**src/hw/rtl/vcs_pkg.sv**
```systemverilog
// ----------------------------------------------------------------------------
// vcs_pkg: shared definitions of the voxel concentration store
// Field widths, request kind codes, register indexes and reset values.
// ----------------------------------------------------------------------------
package vcs_pkg;

    localparam int DATA_W = 32;
    localparam int IDX_W  = 15;
    localparam int KIND_W = 3;
    localparam int RES_W  = 6;
    localparam int CFG_W  = 3;

    localparam int DEFAULT_MAX_RES   = 32;
    localparam int DEFAULT_FRAC_BITS = 16;

    localparam logic [KIND_W-1:0] KIND_WRITE    = 3'd0;
    localparam logic [KIND_W-1:0] KIND_ADD      = 3'd1;
    localparam logic [KIND_W-1:0] KIND_MUL      = 3'd2;
    localparam logic [KIND_W-1:0] KIND_LOGISTIC = 3'd3;
    localparam logic [KIND_W-1:0] KIND_READ     = 3'd4;
    localparam logic [KIND_W-1:0] KIND_GRAD     = 3'd5;

    localparam logic [CFG_W-1:0] CFG_GRID_RES  = 3'd0;
    localparam logic [CFG_W-1:0] CFG_LOWER     = 3'd1;
    localparam logic [CFG_W-1:0] CFG_UPPER     = 3'd2;
    localparam logic [CFG_W-1:0] CFG_INV_LEN   = 3'd3;
    localparam logic [CFG_W-1:0] CFG_INV_VOL   = 3'd4;

    localparam logic [RES_W-1:0]         RST_GRID_RES = 6'd16;
    localparam logic signed [DATA_W-1:0] RST_LOWER    = 32'sd0;
    localparam logic signed [DATA_W-1:0] RST_UPPER    = 32'sh7FFF_FFFF;
    localparam logic [DATA_W-1:0]        RST_INV_LEN  = 32'd65536;
    localparam logic [DATA_W-1:0]        RST_INV_VOL  = 32'd65536;

endpackage

```
**src/hw/rtl/vcs_div.sv**
```systemverilog
// ----------------------------------------------------------------------------
// vcs_div: restoring integer divider
// Produces one quotient bit per cycle; done pulses when the result is ready.
// ----------------------------------------------------------------------------
module vcs_div
    import vcs_pkg::*;
#(
    parameter int DIVIDEND_W = IDX_W,
    parameter int DIVISOR_W  = 6
)(
    input  logic                  clk,
    input  logic                  rst_n,
    input  logic                  start,
    input  logic [DIVIDEND_W-1:0] dividend,
    input  logic [DIVISOR_W-1:0]  divisor,
    output logic                  done,
    output logic [DIVIDEND_W-1:0] quotient,
    output logic [DIVISOR_W-1:0]  remainder
);

    localparam int CNT_W = $clog2(DIVIDEND_W + 1);

    logic [DIVISOR_W-1:0]  rem_reg;
    logic [DIVIDEND_W-1:0] quo_reg;
    logic [CNT_W-1:0]      cnt_reg;
    logic                  run_reg;
    logic                  done_reg;
    logic [DIVISOR_W:0]    trial;
    logic [DIVISOR_W:0]    diffv;
    logic                  fits;

    assign trial = {rem_reg, quo_reg[DIVIDEND_W-1]};
    assign diffv = trial - {1'b0, divisor};
    assign fits  = trial >= {1'b0, divisor};

    always_ff @(posedge clk or negedge rst_n)
    begin
        if (!rst_n)
        begin
            run_reg  <= 1'b0;
            done_reg <= 1'b0;
            cnt_reg  <= '0;
        end
        else if (start)
        begin
            run_reg  <= 1'b1;
            done_reg <= 1'b0;
            cnt_reg  <= CNT_W'(DIVIDEND_W);
        end
        else if (run_reg)
        begin
            cnt_reg <= cnt_reg - CNT_W'(1);
            if (cnt_reg == CNT_W'(1))
            begin
                run_reg  <= 1'b0;
                done_reg <= 1'b1;
            end
        end
        else
        begin
            done_reg <= 1'b0;
        end
    end

    // The partial remainder stays below the divisor whenever the divisor is nonzero.
    always_ff @(posedge clk)
    begin
        if (start)
        begin
            rem_reg <= '0;
            quo_reg <= dividend;
        end
        else if (run_reg)
        begin
            rem_reg <= fits ? diffv[DIVISOR_W-1:0] : trial[DIVISOR_W-1:0];
            quo_reg <= {quo_reg[DIVIDEND_W-2:0], fits};
        end
    end

    assign done      = done_reg;
    assign quotient  = quo_reg;
    assign remainder = rem_reg;

endmodule

```
**config.mk**
```make
export PLATFORM = sky130hd
export DESIGN_NAME = vcs_div
export DESIGN_NICKNAME = d
export VERILOG_FILES = /design/src/hw/rtl/vcs_pkg.sv /design/src/hw/rtl/vcs_div.sv
export SDC_FILE = /design/constraint.sdc
export NUM_CORES = 1
export LEC_CHECK = 0
export ABC_AREA = 0
export BUFFER_PORTS_ARGS = -buffer_cell sky130_fd_sc_hd__buf_2
export CORE_UTILIZATION = 46
export CTS_CLUSTER_DIAMETER = 80
export DETAILED_ROUTE_END_ITERATION = 16
export HOLD_SLACK_MARGIN = 0.03
export PLACE_DENSITY = 0.73
export REMOVE_ABC_BUFFERS = 1
export SLEW_MARGIN = 20
export SYNTH_ARGS = -nofsm -noshare
export SYNTH_HDL_FRONTEND = slang
export SYNTH_SLANG_ARGS = --single-unit
```
**constraint.sdc**
```tcl
create_clock -name clk -period 2.07 [get_ports clk]
set_clock_uncertainty 0.1 [all_clocks]
set_input_delay 0.207 -clock clk [delete_from_list [all_inputs] [get_ports clk]]
set_output_delay 0.207 -clock clk [all_outputs]
set_load 0.02 [all_outputs]
```
* After elaboration in Yosys (flattened, before gate mapping)
Index checks and enable logic that the tools add are counted.
** Cells by class
- Magnitude comparators :: 1
- Equality and inequality tests :: 2
- Mux-type cells :: 11
- Reductions and logical operators :: 1
- Add/sub/neg operators :: 2
** Operators with widths (number)
- $mux W15 :: 2
- $mux W4 :: 2
- $ge A7 B6 Y1 :: 1
- $mux W1 :: 6
- $mux W6 :: 1
- $sub A6 B6 Y6 :: 1
- $eq A4 B1 Y1 const B :: 1
- $sub A4 B1 Y4 const B :: 1
- $ne A3 B2 Y1 const B :: 1
- $reduce_bool A2 Y1 :: 1
** Storage, ports and cells
- Output and inout bits :: 22
- Input bits :: 24
- Flip-flop bits (word level) :: 27

* Depth between registers and ports, before layout
Gate-level depths: netlist of run 1.
- Depth after elaboration :: 4
- Depth in mapped cells :: 8

* Worst setup path after synthesis of run 1
OpenSTA, ideal clock, no wires.
- Path type :: register -> register
- Start :: reg rem_reg[3], in the netlist remainder[3]
- End :: reg rem_reg[1], in the netlist remainder[1]
- Path slack :: -0.181 ns
- Stages on the path, launching flop included :: 8
- Data arrival time :: 2.024 ns
- Period minus slack after synthesis :: 2.251 ns
- Cells stage by stage :: dfxtp_1 -> ha_1 -> a21o_1 -> a211o_1 -> a41o_1 -> buf_6 -> nor4bb_1 -> or3_1
** Between the ends
- Longest elaborated chain between the ends :: 2
** Ends and longest elaborated chain
- from (decl) :: RTL line vcs_div.sv:23 : logic [DIVISOR_W-1:0] rem_reg;
- from (signal assigned) :: RTL line vcs_div.sv:75 : rem_reg <= fits ? diffv[DIVISOR_W-1:0] : trial[DIVISOR_W-1:0];
- $ge A7 B6 Y1 :: RTL line vcs_div.sv:34 : assign fits = trial >= {1'b0, divisor};
- $mux W6 :: RTL line vcs_div.sv:75
Every way passes these cells.
A chain may end at the register's enable or synchronous reset.

* Worst setup path in the final report of run 1
- Start :: reg rem_reg[2], in the netlist remainder[2]
- End :: reg quo_reg[0], in the netlist quotient[0], data pin
** Between the ends
- Longest elaborated chain between the ends :: 3
** Ends and longest elaborated chain
- $ge A7 B6 Y1 :: RTL line vcs_div.sv:34
- $mux W15 :: RTL line vcs_div.sv:73 : else if (run_reg)
- $mux W15 :: RTL line vcs_div.sv:68 : if (start)
- to (signal assigned) :: RTL line vcs_div.sv:71 : quo_reg <= dividend;
- to (signal assigned) :: RTL line vcs_div.sv:76 : quo_reg <= {quo_reg[DIVIDEND_W-2:0], fits};
- to (decl) :: RTL line vcs_div.sv:24 : logic [DIVIDEND_W-1:0] quo_reg;
Every way passes these cells. The select of a mux whose other input is x is not followed.

==> key figures, run 1 <==
Cells and area
  • Post-layout nets: 224
  • Sequential cell area: 722 sq um
  • Post-Layout Cell Count: 233
  • Layout cells sized above 1: 42.9%
  • Fill count: 281
  • Commonest non-fill, non-tap cell in the layout: buf_2
  • Area of the multi-input gates: 746 sq um
  • Design area: 1900 sq um
  • Layout Utilization: 61.9%
  • Ant diodes: 0
  • Most frequent cells in the layout: buf_2, mux2_2, edfxtp_1
  • Synthesis-to-finish area growth: 25.8%
  • Max reg flops: 15

Route
  • DRC viols: 0
  • Post-DRT Antenna Nets: 0
  • Wire length per cell: 12.4 um
  • Drt via density: 5.09
  • Vias: 1186
  • DR pass1 iterations: 4
  • Initial DRC count: 24
  • Wirelength, routed: 2.89 mm

Floorplanning
  • Die height: 59.4 um
  • Top Ports: 46
  • Die Span X: 59.4 um
  • Die ar.: 3520 sq um
  • Placeable Area: 3080 sq um
  • Rows: 20
  • Initial Util: 49.2%

Place
  • Placed instance count: 226
  • Port bufs: 45
  • DP HPWL: 2.16 mm
  • Post-place setup slack: 0.0113 ns
  • Routability cong.: 0.893
  • Placed cell area: 1820 sq um

Setup path
  • Worst path top cell family by delay: compound AO/OA/AOI/OAI gates
  • Critical Path Source Type: flip-flop
  • Slowest cell on crit path: dfxtp_1
  • Worst-path maximum fanout: 4
  • CP max stage delay: 0.36 ns
  • CP Buf/Inv Count: 1
  • Critical Path RT: 2.06 ns
  • Crit-path cells: ha_1 > a21o_1 > a211o_1 > a41o_1 > buf_4 > mux2_2
  • R2R setup slack: 0.08 ns
  • Crit path capture type: flip-flop
  • Crit Path Class: reg -> reg
  • Crit path DAT: 1.99 ns

Synth
  • Largest family of logic cells by synthesized area: multiplexers
  • Synth top area share: 29.8%
  • Register area share after synthesis: 47.6%
  • Post-Synth XOR/XNOR Area: 2.89%
  • Ys Warns: 0
  • EDFF count, synth: 15
  • Dominant cell type by area after synthesis: edfxtp_1
  • #FFs+latches synth: 27
  • Syn Area/Cell: 11.2 sq um
  • Post-synth ARST share: 22.2%
  • Post-synthesis compound-gate area fraction: 9.92%
  • Post-synthesis adder-cell area fraction: 8.76%
  • Yosys cell types: 35
  • Synth Cell Area: 1510 sq um
  • Syn Inst Count: 135
  • Multiplexer area fraction after synthesis: 13.9%
  • Simple-Gate Fraction of Synth Area: 12.1%
  • Synth top area cells: edfxtp_1, mux2_2, dfrtp_1, dfxtp_1, ha_1
  • Synth Flop Type: edfxtp_1

Clock network
  • Clk sinks: 27
  • CTS Buf Count: 3
  • Clk_lat worst skew: 0.32 ns
  • CTS tree: yes
  • Worst-path clk slew: 0.14 ns
  • Clock root cell: clkbuf_4
  • H-tree depth: 1
  • Clk buf depth: 2

Power and ir drop
  • Total power: 1.99 mW
  • P per Cell Area: 1050 nW/um^2
  • Leakage Power: 0.887 nW
  • Max IR drop VDD: 0.467 mV

STA
  • Worst setup margin: 0.0764 ns
  • Final setup fails: 0
  • Post-layout min period: 1.99 ns
  • Hold WS: 0.0761 ns
  • Slew Limit Fails: 0
  • Highest Clock Rate: 502 MHz
  • Slew HR: 65.0%
  • Hold Fails Final Rpt: 0
  • Period Utilization, post-route: 96.3%
  • Worst-Margin Slew: 0.525 ns
  • Setup TNS: 0 ns

Global route
  • Vias in the first global route: 1111
  • Gr ovfl total: 0
  • Initial antenna violation count: 0
  • GRT Util Overall: 18.1%
  • First-pass GRT wire length: 4.77 mm
  • Pin count of the biggest net entering global routing: 29

Run status
  • Status: finished clean

Flow run
  • Max cap viols: 0

Hold path
  • Tightest Hold Check Type: in -> reg
timing repair:
action / in CTS / in global routing
gates resized for setup: 0 / 8
hold buffers: 1 / 0
hold endpoints to repair: 6 / 0
setup buffers: 0 / 2
setup endpoints to repair: 0 / 5
cells by family after synthesis:
group           Yosys count
xor+xnor                  5
fa+ha+maj                10
buf+inv                  17
simple gates             34
flops                    27
compound gates           23
mux                      19
cell usage after synthesis, types with 2 or more instances:
| cell type | count |
|---|---|
| ha_1 | 9 |
| nand2b_1 | 5 |
| nor2_1 | 10 |
| or3_1 | 2 |
| a21oi_1 | 6 |
| xor2_1 | 2 |
| xnor2_1 | 3 |
| mux2i_1 | 3 |
| inv_1 | 11 |
| a211oi_1 | 4 |
| dfrtp_1 | 6 |
| a21o_1 | 2 |
| buf_2 | 2 |
| edfxtp_1 | 15 |
| mux2_2 | 16 |
| nor3b_1 | 4 |
| nor2b_1 | 2 |
| clkbuf_1 | 2 |
| nand2_1 | 6 |
| dfxtp_1 | 6 |
| o21ai_0 | 5 |
metal layers:
metal / up-vias / track usage [%] / routed length, um
met5: - / 0 / 0
met4: 0 / 6.12 / 15
met3: 2 / 3.71 / 143
met2: 33 / 31.5 / 1460
met1: 563 / 22.1 / 1270
li1: 588 / - / -
cell type report:
type                            count  share of cell area [%]
Sequential cell                    27                    37.9
Multi-Input combinational cell     91                    39.2
Timing Repair Buffer               56                    16.5
Tap cell                           44                    2.89
Clock buffer                        4                    1.38
Inverter                           11                    2.17
power by group:
| group | total (mW) | switching (mW) | internal, mW |
|---|---|---|---|
| logic | 1.01 | 0.515 | 0.496 |
| clock network | 0.229 | 0.153 | 0.0753 |
| registers | 0.751 | 0.0715 | 0.679 |
final timing paths:
check	start	endpoint	depth (start not counted)
max	remainder[2]	quotient[0]	6
min	dividend[10]	quotient[10]	2
max reg2reg	remainder[2]	quotient[0]	6
min reg2reg	remainder[4]	remainder[4]	2
max in group asynchronous	rst_n	cnt_reg[0]	2
min in group asynchronous	rst_n	cnt_reg[1]	2
Power figures use the tool's default switching activity.
==> run 2: changes to the inputs <==
Settings changed: RECOVER_POWER set to 100.
==> run 2 against run 1 <==
Final cell count unchanged; combinational power about the same; fmax increased by 0.28%; sequential power about the same.
==> key figures, run 2 (synthesized netlist as in run 1, its figures left out) <==
Route
  • Initial DRC count: 27 (was 24)
  • Wirelength, routed: 2.90 mm (was 2.89 mm)
  • Wire length per cell: 12.4 um (about the same)
  • Drt via density: 5.06 (was 5.09)
  • Post-DRT Antenna Nets: 0 (unchanged)
  • DR pass1 iterations: 3 (was 4)
  • DRC viols: 0 (unchanged)
  • Vias: 1180 (was 1186)

Global route
  • GRT Util Overall: 18.1% (unchanged)
  • Gr ovfl total: 0 (unchanged)
  • First-pass GRT wire length: 4.77 mm (unchanged)
  • Pin count of the biggest net entering global routing: 29 (unchanged)
  • Vias in the first global route: 1111 (unchanged)
  • Initial antenna violation count: 0 (unchanged)

Floorplanning
  • Placeable Area: 3080 sq um (unchanged)
  • Top Ports: 46 (unchanged)
  • Rows: 20 (unchanged)
  • Die Span X: 59.4 um (unchanged)
  • Initial Util: 49.2% (unchanged)
  • Die height: 59.4 um (unchanged)
  • Die ar.: 3520 sq um (unchanged)

STA
  • Setup TNS: 0 ns (unchanged)
  • Highest Clock Rate: 503 MHz (was 502 MHz)
  • Final setup fails: 0 (unchanged)
  • Hold WS: 0.0741 ns (was 0.0761 ns)
  • Slew Limit Fails: 0 (unchanged)
  • Period Utilization, post-route: 96.0% (was 96.3%)
  • Post-layout min period: 1.99 ns (about the same)
  • Worst-Margin Slew: 0.983 ns (was 0.525 ns)
  • Slew HR: 34.5% (was 65.0%)
  • Hold Fails Final Rpt: 0 (unchanged)

Cells and area
  • Post-layout nets: 224 (unchanged)
  • Ant diodes: 0 (unchanged)
  • Layout cells sized above 1: 30.2% (was 42.9%)
  • Max reg flops: 15 (unchanged)
  • Fill count: 296 (was 281)
  • Sequential cell area: 722 sq um (unchanged)
  • Synthesis-to-finish area growth: 23.7% (was 25.8%)
  • Area of the multi-input gates: 746 sq um (unchanged)
  • Commonest non-fill, non-tap cell in the layout: clkbuf_1 (was buf_2)
  • Most frequent cells in the layout: clkbuf_1, buf_2, mux2_2 (was buf_2, mux2_2, edfxtp_1)

Setup path
  • Crit path capture type: flip-flop (unchanged)
  • CP max stage delay: 0.37 ns (was 0.36 ns)
  • Crit-path cells: ha_1 > a211o_1 > a41o_1 > clkbuf_4 > mux2_2 (was ha_1 > a21o_1 > a211o_1 > a41o_1 > buf_4 > mux2_2)
  • Crit path DAT: 1.98 ns (was 1.99 ns)
  • Critical Path RT: 2.07 ns (was 2.06 ns)
  • Slowest cell on crit path: ha_1 (was dfxtp_1)
  • Worst-path maximum fanout: 6 (was 4)
  • Critical Path Source Type: flip-flop (unchanged)
  • Crit Path Class: reg -> reg (unchanged)

Clock network
  • Clk buf depth: 2 (unchanged)
  • Clock root cell: clkbuf_4 (unchanged)
  • CTS Buf Count: 3 (unchanged)
  • H-tree depth: 1 (unchanged)
  • Worst-path clk slew: 0.15 ns (was 0.14 ns)
  • Clk sinks: 27 (unchanged)
  • CTS tree: yes (unchanged)
  • Clk_lat worst skew: 0.32 ns (about the same)

Place
  • Port bufs: 45 (unchanged)
  • DP HPWL: 2.16 mm (unchanged)
  • Routability cong.: 0.893 (unchanged)

Power and ir drop
  • Max IR drop VDD: 0.467 mV (about the same)
  • Total power: 1.97 mW (was 1.99 mW)
  • P per Cell Area: 1050 nW/um^2 (about the same)
  • Leakage Power: 0.814 nW (was 0.887 nW)

Flow run
  • Max cap viols: 0 (unchanged)

Hold path
  • Tightest Hold Check Type: in -> reg (unchanged)

Run status
  • Status: finished clean (unchanged)
run 2: metal layers:
metal,up-vias,global-route usage [%],share of wire [%]
li1,590,-,-
met1,559,22.1,44
met2,29,31.5,51
met3,2,3.71,4.3
met4,0,6.12,0.52
met5,-,0,0
run 2: timing repair:
item | 4_1_cts | 5_1_grt
hold endpoints to repair | 6 | 0
gates resized for setup | 0 | 8
setup endpoints to repair | 0 | 5
buffers inserted | 0 | 2
hold buffers | 1 | 0
run 2: area by class of cell:
cell class | instances | area share, %
tap | 44 | 2.94
timing repair buffer | 56 | 15.1
multi-input combinational | 91 | 39.8
clock buffer | 4 | 1.40
inverter | 11 | 2.20
sequential | 27 | 38.5
run 2: power breakdown:
part	internal [mW]	switching [mW]
Clock	0.0753	0.154
Combinational	0.472	0.516
Sequential	0.679	0.0728
Total	1.23	0.742
run 2: stage by stage:
step                utilization [%]  setup WS (ns)  cell area, sq um  std cells
floorplan                         -         -0.186              1480        129
global placement               59.2         0.0627              1820        226
detailed placement             59.2         0.0113              1820        226
CTS                            60.4         0.0206              1860        231
global route                   60.9       -0.00216              1870        233
finish                         60.9         0.0819              1870        233
run 2: critical path: cells and delay by family (launching register included):
kind / cells / cell delay [ns]
AO/OA/AOI/OAI: 2 / 0.54
adder cells (fa/ha/maj): 1 / 0.37
buffers and inverters: 1 / 0.15
flip-flops: 1 / 0.36
multiplexers: 1 / 0.25
run 2: worst paths after layout:
path	cells past startpoint	to	from	slack, ns
worst max-delay path	5	quotient[0]	remainder[4]	0.08
worst min-delay path	2	quotient[10]	dividend[10]	0.07
worst max register to register	5	quotient[0]	remainder[4]	0.08
worst min register to register	2	remainder[4]	remainder[4]	0.43
max in group asynchronous	2	cnt_reg[0]	rst_n	1.46
min in group asynchronous	2	cnt_reg[1]	rst_n	0.17
==> run 3: changes to the inputs <==
==> constraint.sdc (replaced) <==
create_clock -name clk -period 2.07 [get_ports clk]
set_clock_uncertainty 0.1 [all_clocks]
set_input_delay 0.1035 -clock clk [delete_from_list [all_inputs] [get_ports clk]]
set_output_delay 0.1035 -clock clk [all_outputs]
set_load 0.02 [all_outputs]
==> run 3 against run 2 <==
Die area is the same; register-to-register slack about the same; critical path type unchanged; sequential cell count is the same; largest power group unchanged; sequential share of layout area shrank 3.4 points; core utilization up 5.9 points; global-route usage increased by 1.8 points; critical path depth up 2.
==> key figures, run 3 (synthesized netlist as in run 1, its figures left out) <==
Clock network
  • Clk_lat worst skew: 0.32 ns (about the same)
  • Clk sinks: 27 (unchanged)
  • H-tree depth: 1 (unchanged)
  • Clk buf depth: 2 (unchanged)
  • Clock root cell: clkbuf_4 (unchanged)
  • CTS tree: yes (unchanged)
  • CTS Buf Count: 3 (unchanged)
  • Worst-path clk slew: 0.15 ns (about the same)

Setup path
  • R2R setup slack: 0.07 ns (was 0.08 ns)
  • Crit Path Class: reg -> reg (unchanged)
  • Crit path DAT: 2.15 ns (was 1.98 ns)
  • Critical Path Source Type: flip-flop (unchanged)
  • Worst-path maximum fanout: 6 (unchanged)
  • Critical Path RT: 2.22 ns (was 2.07 ns)
  • Crit path capture type: flip-flop (unchanged)

Floorplanning
  • Die ar.: 3520 sq um (unchanged)
  • Rows: 20 (unchanged)
  • Placeable Area: 3080 sq um (unchanged)
  • Die height: 59.4 um (unchanged)
  • Die Span X: 59.4 um (unchanged)
  • Initial Util: 49.2% (unchanged)
  • Top Ports: 46 (unchanged)

Power and ir drop
  • P per Cell Area: 980 nW/um^2 (was 1050 nW/um^2)
  • Clk pwr share: 11.3% (was 11.6%)
  • Reg power frac: 37.2% (was 38.2%)
  • Max IR drop VDD: 0.546 mV (was 0.467 mV)
  • Total power: 2.01 mW (was 1.97 mW)
  • Gate power share: 51.5% (was 50.2%)
  • Switch share: 37.4% (was 37.7%)
  • Cell-internal power: 1.26 mW (was 1.23 mW)
  • NetSw: 0.752 mW (was 0.742 mW)
  • Leakage Power: 0.950 nW (was 0.814 nW)

Cells and area
  • Layout Utilization: 66.7% (was 60.9%)
  • Max reg flops: 15 (unchanged)
  • Layout cells sized above 1: 39.4% (was 30.2%)
  • Synthesis-to-finish area growth: 35.6% (was 23.7%)
  • Most frequent cells in the layout: buf_2, dlygate4sd3_1, mux2_2 (was clkbuf_1, buf_2, mux2_2)
  • Fill count: 250 (was 296)
  • Ant diodes: 0 (unchanged)
  • Area of the multi-input gates: 748 sq um (was 746 sq um)
  • Design area: 2050 sq um (was 1870 sq um)
  • Post-Layout Cell Count: 247 (was 233)
  • Post-layout nets: 238 (was 224)
  • Commonest non-fill, non-tap cell in the layout: buf_2 (was clkbuf_1)
  • Sequential cell area: 722 sq um (unchanged)

STA
  • Hold WS: 0.187 ns (was 0.0741 ns)
  • Post-layout min period: 2.00 ns (was 1.99 ns)
  • Hold Fails Final Rpt: 0 (unchanged)
  • Setup TNS: 0 ns (unchanged)
  • Slew Limit Fails: 0 (unchanged)
  • RSZ-0062 raised after global routing: true
  • Highest Clock Rate: 500 MHz (was 503 MHz)
  • Worst setup margin: 0.0711 ns (was 0.0819 ns)
  • Worst-Margin Slew: 0.599 ns (was 0.983 ns)
  • Period Utilization, post-route: 96.6% (was 96.0%)
  • Final setup fails: 0 (unchanged)
  • Slew HR: 60.0% (was 34.5%)

Place
  • Post-place setup slack: -0.0223 ns (was 0.0113 ns)
  • DP HPWL: 2.19 mm (was 2.16 mm)
  • Port bufs: 45 (unchanged)
  • Routability cong.: 0.801 (was 0.893)
  • Placed instance count: 226 (unchanged)
  • Placed cell area: 1820 sq um (unchanged)

Hold path
  • Tightest Hold Check Type: in -> reg (unchanged)

Global route
  • Pin count of the biggest net entering global routing: 33 (was 29)
  • Vias in the first global route: 1221 (was 1111)
  • First-pass GRT wire length: 5.21 mm (was 4.77 mm)
  • GRT Util Overall: 19.9% (was 18.1%)
  • Gr ovfl total: 0 (unchanged)
  • Initial antenna violation count: 0 (unchanged)

Route
  • Initial DRC count: 58 (was 27)
  • DRC viols: 0 (unchanged)
  • Wirelength, routed: 3.17 mm (was 2.90 mm)
  • Vias: 1239 (was 1180)
  • Post-DRT Antenna Nets: 0 (unchanged)
  • Wire length per cell: 12.8 um (was 12.4 um)
  • Drt via density: 5.02 (was 5.06)
  • DR pass1 iterations: 4 (was 3)

Flow run
  • Max cap viols: 0 (unchanged)

Run status
  • Status: finished clean (unchanged)
## run 3: worst max-delay path: stages, from the launching register on
cell and delay, ns:
dfxtp_2 0.38, ha_4 0.20, a21o_1 0.16, a211o_1 0.29, a41o_1 0.26, buf_6 0.15
o21a_1 0.18, a211oi_2 0.21
## run 3: layer usage
metal / up-vias / part of all wire (%) / track usage [%]
li1: 615 / - / -
met3: 2 / 4.0 / 4.15
met1: 591 / 42 / 22.6
met4: 0 / 0.54 / 7.14
met2: 31 / 53 / 36.4
met5: - / 0 / 0
## run 3: worst paths after layout
check	end	cells past startpoint	from
min	remainder[0]	5	divisor[0]
max in group asynchronous	cnt_reg[3]	3	rst_n
min reg2reg	remainder[4]	2	remainder[4]
max reg2reg	remainder[5]	7	remainder[3]
min in group asynchronous	done	3	rst_n
max	remainder[5]	7	remainder[3]
## run 3: cell type report
class | count | share of cell area [%]
inverter | 11 | 2.01
tap | 44 | 2.68
multi-input combinational | 91 | 36.4
clock buffer | 3 | 1.10
clock inverter | 1 | 0.244
sequential | 27 | 35.2
timing repair buffer | 70 | 22.4
## run 3: timing repair
item                                    4_1_cts  5_1_grt
hold buffers                                 17        0
setup buffers                                 0        0
hold endpoints to repair                     21        0
resized for setup                             4        4
endpoints found under the setup margin        3        4
pin swaps                                     1        3
## run 3: power by group through the flow
stage | Clock, mW | Sequential [mW] | Combinational, mW
after floorplan | 0 | 0.873 | 0.502
after global placement | 0 | 0.749 | 0.926
after detailed placement | 0 | 0.754 | 0.960
after CTS | 0.238 | 0.749 | 1.02
after global routing | 0.256 | 0.763 | 1.13
final | 0.227 | 0.749 | 1.04
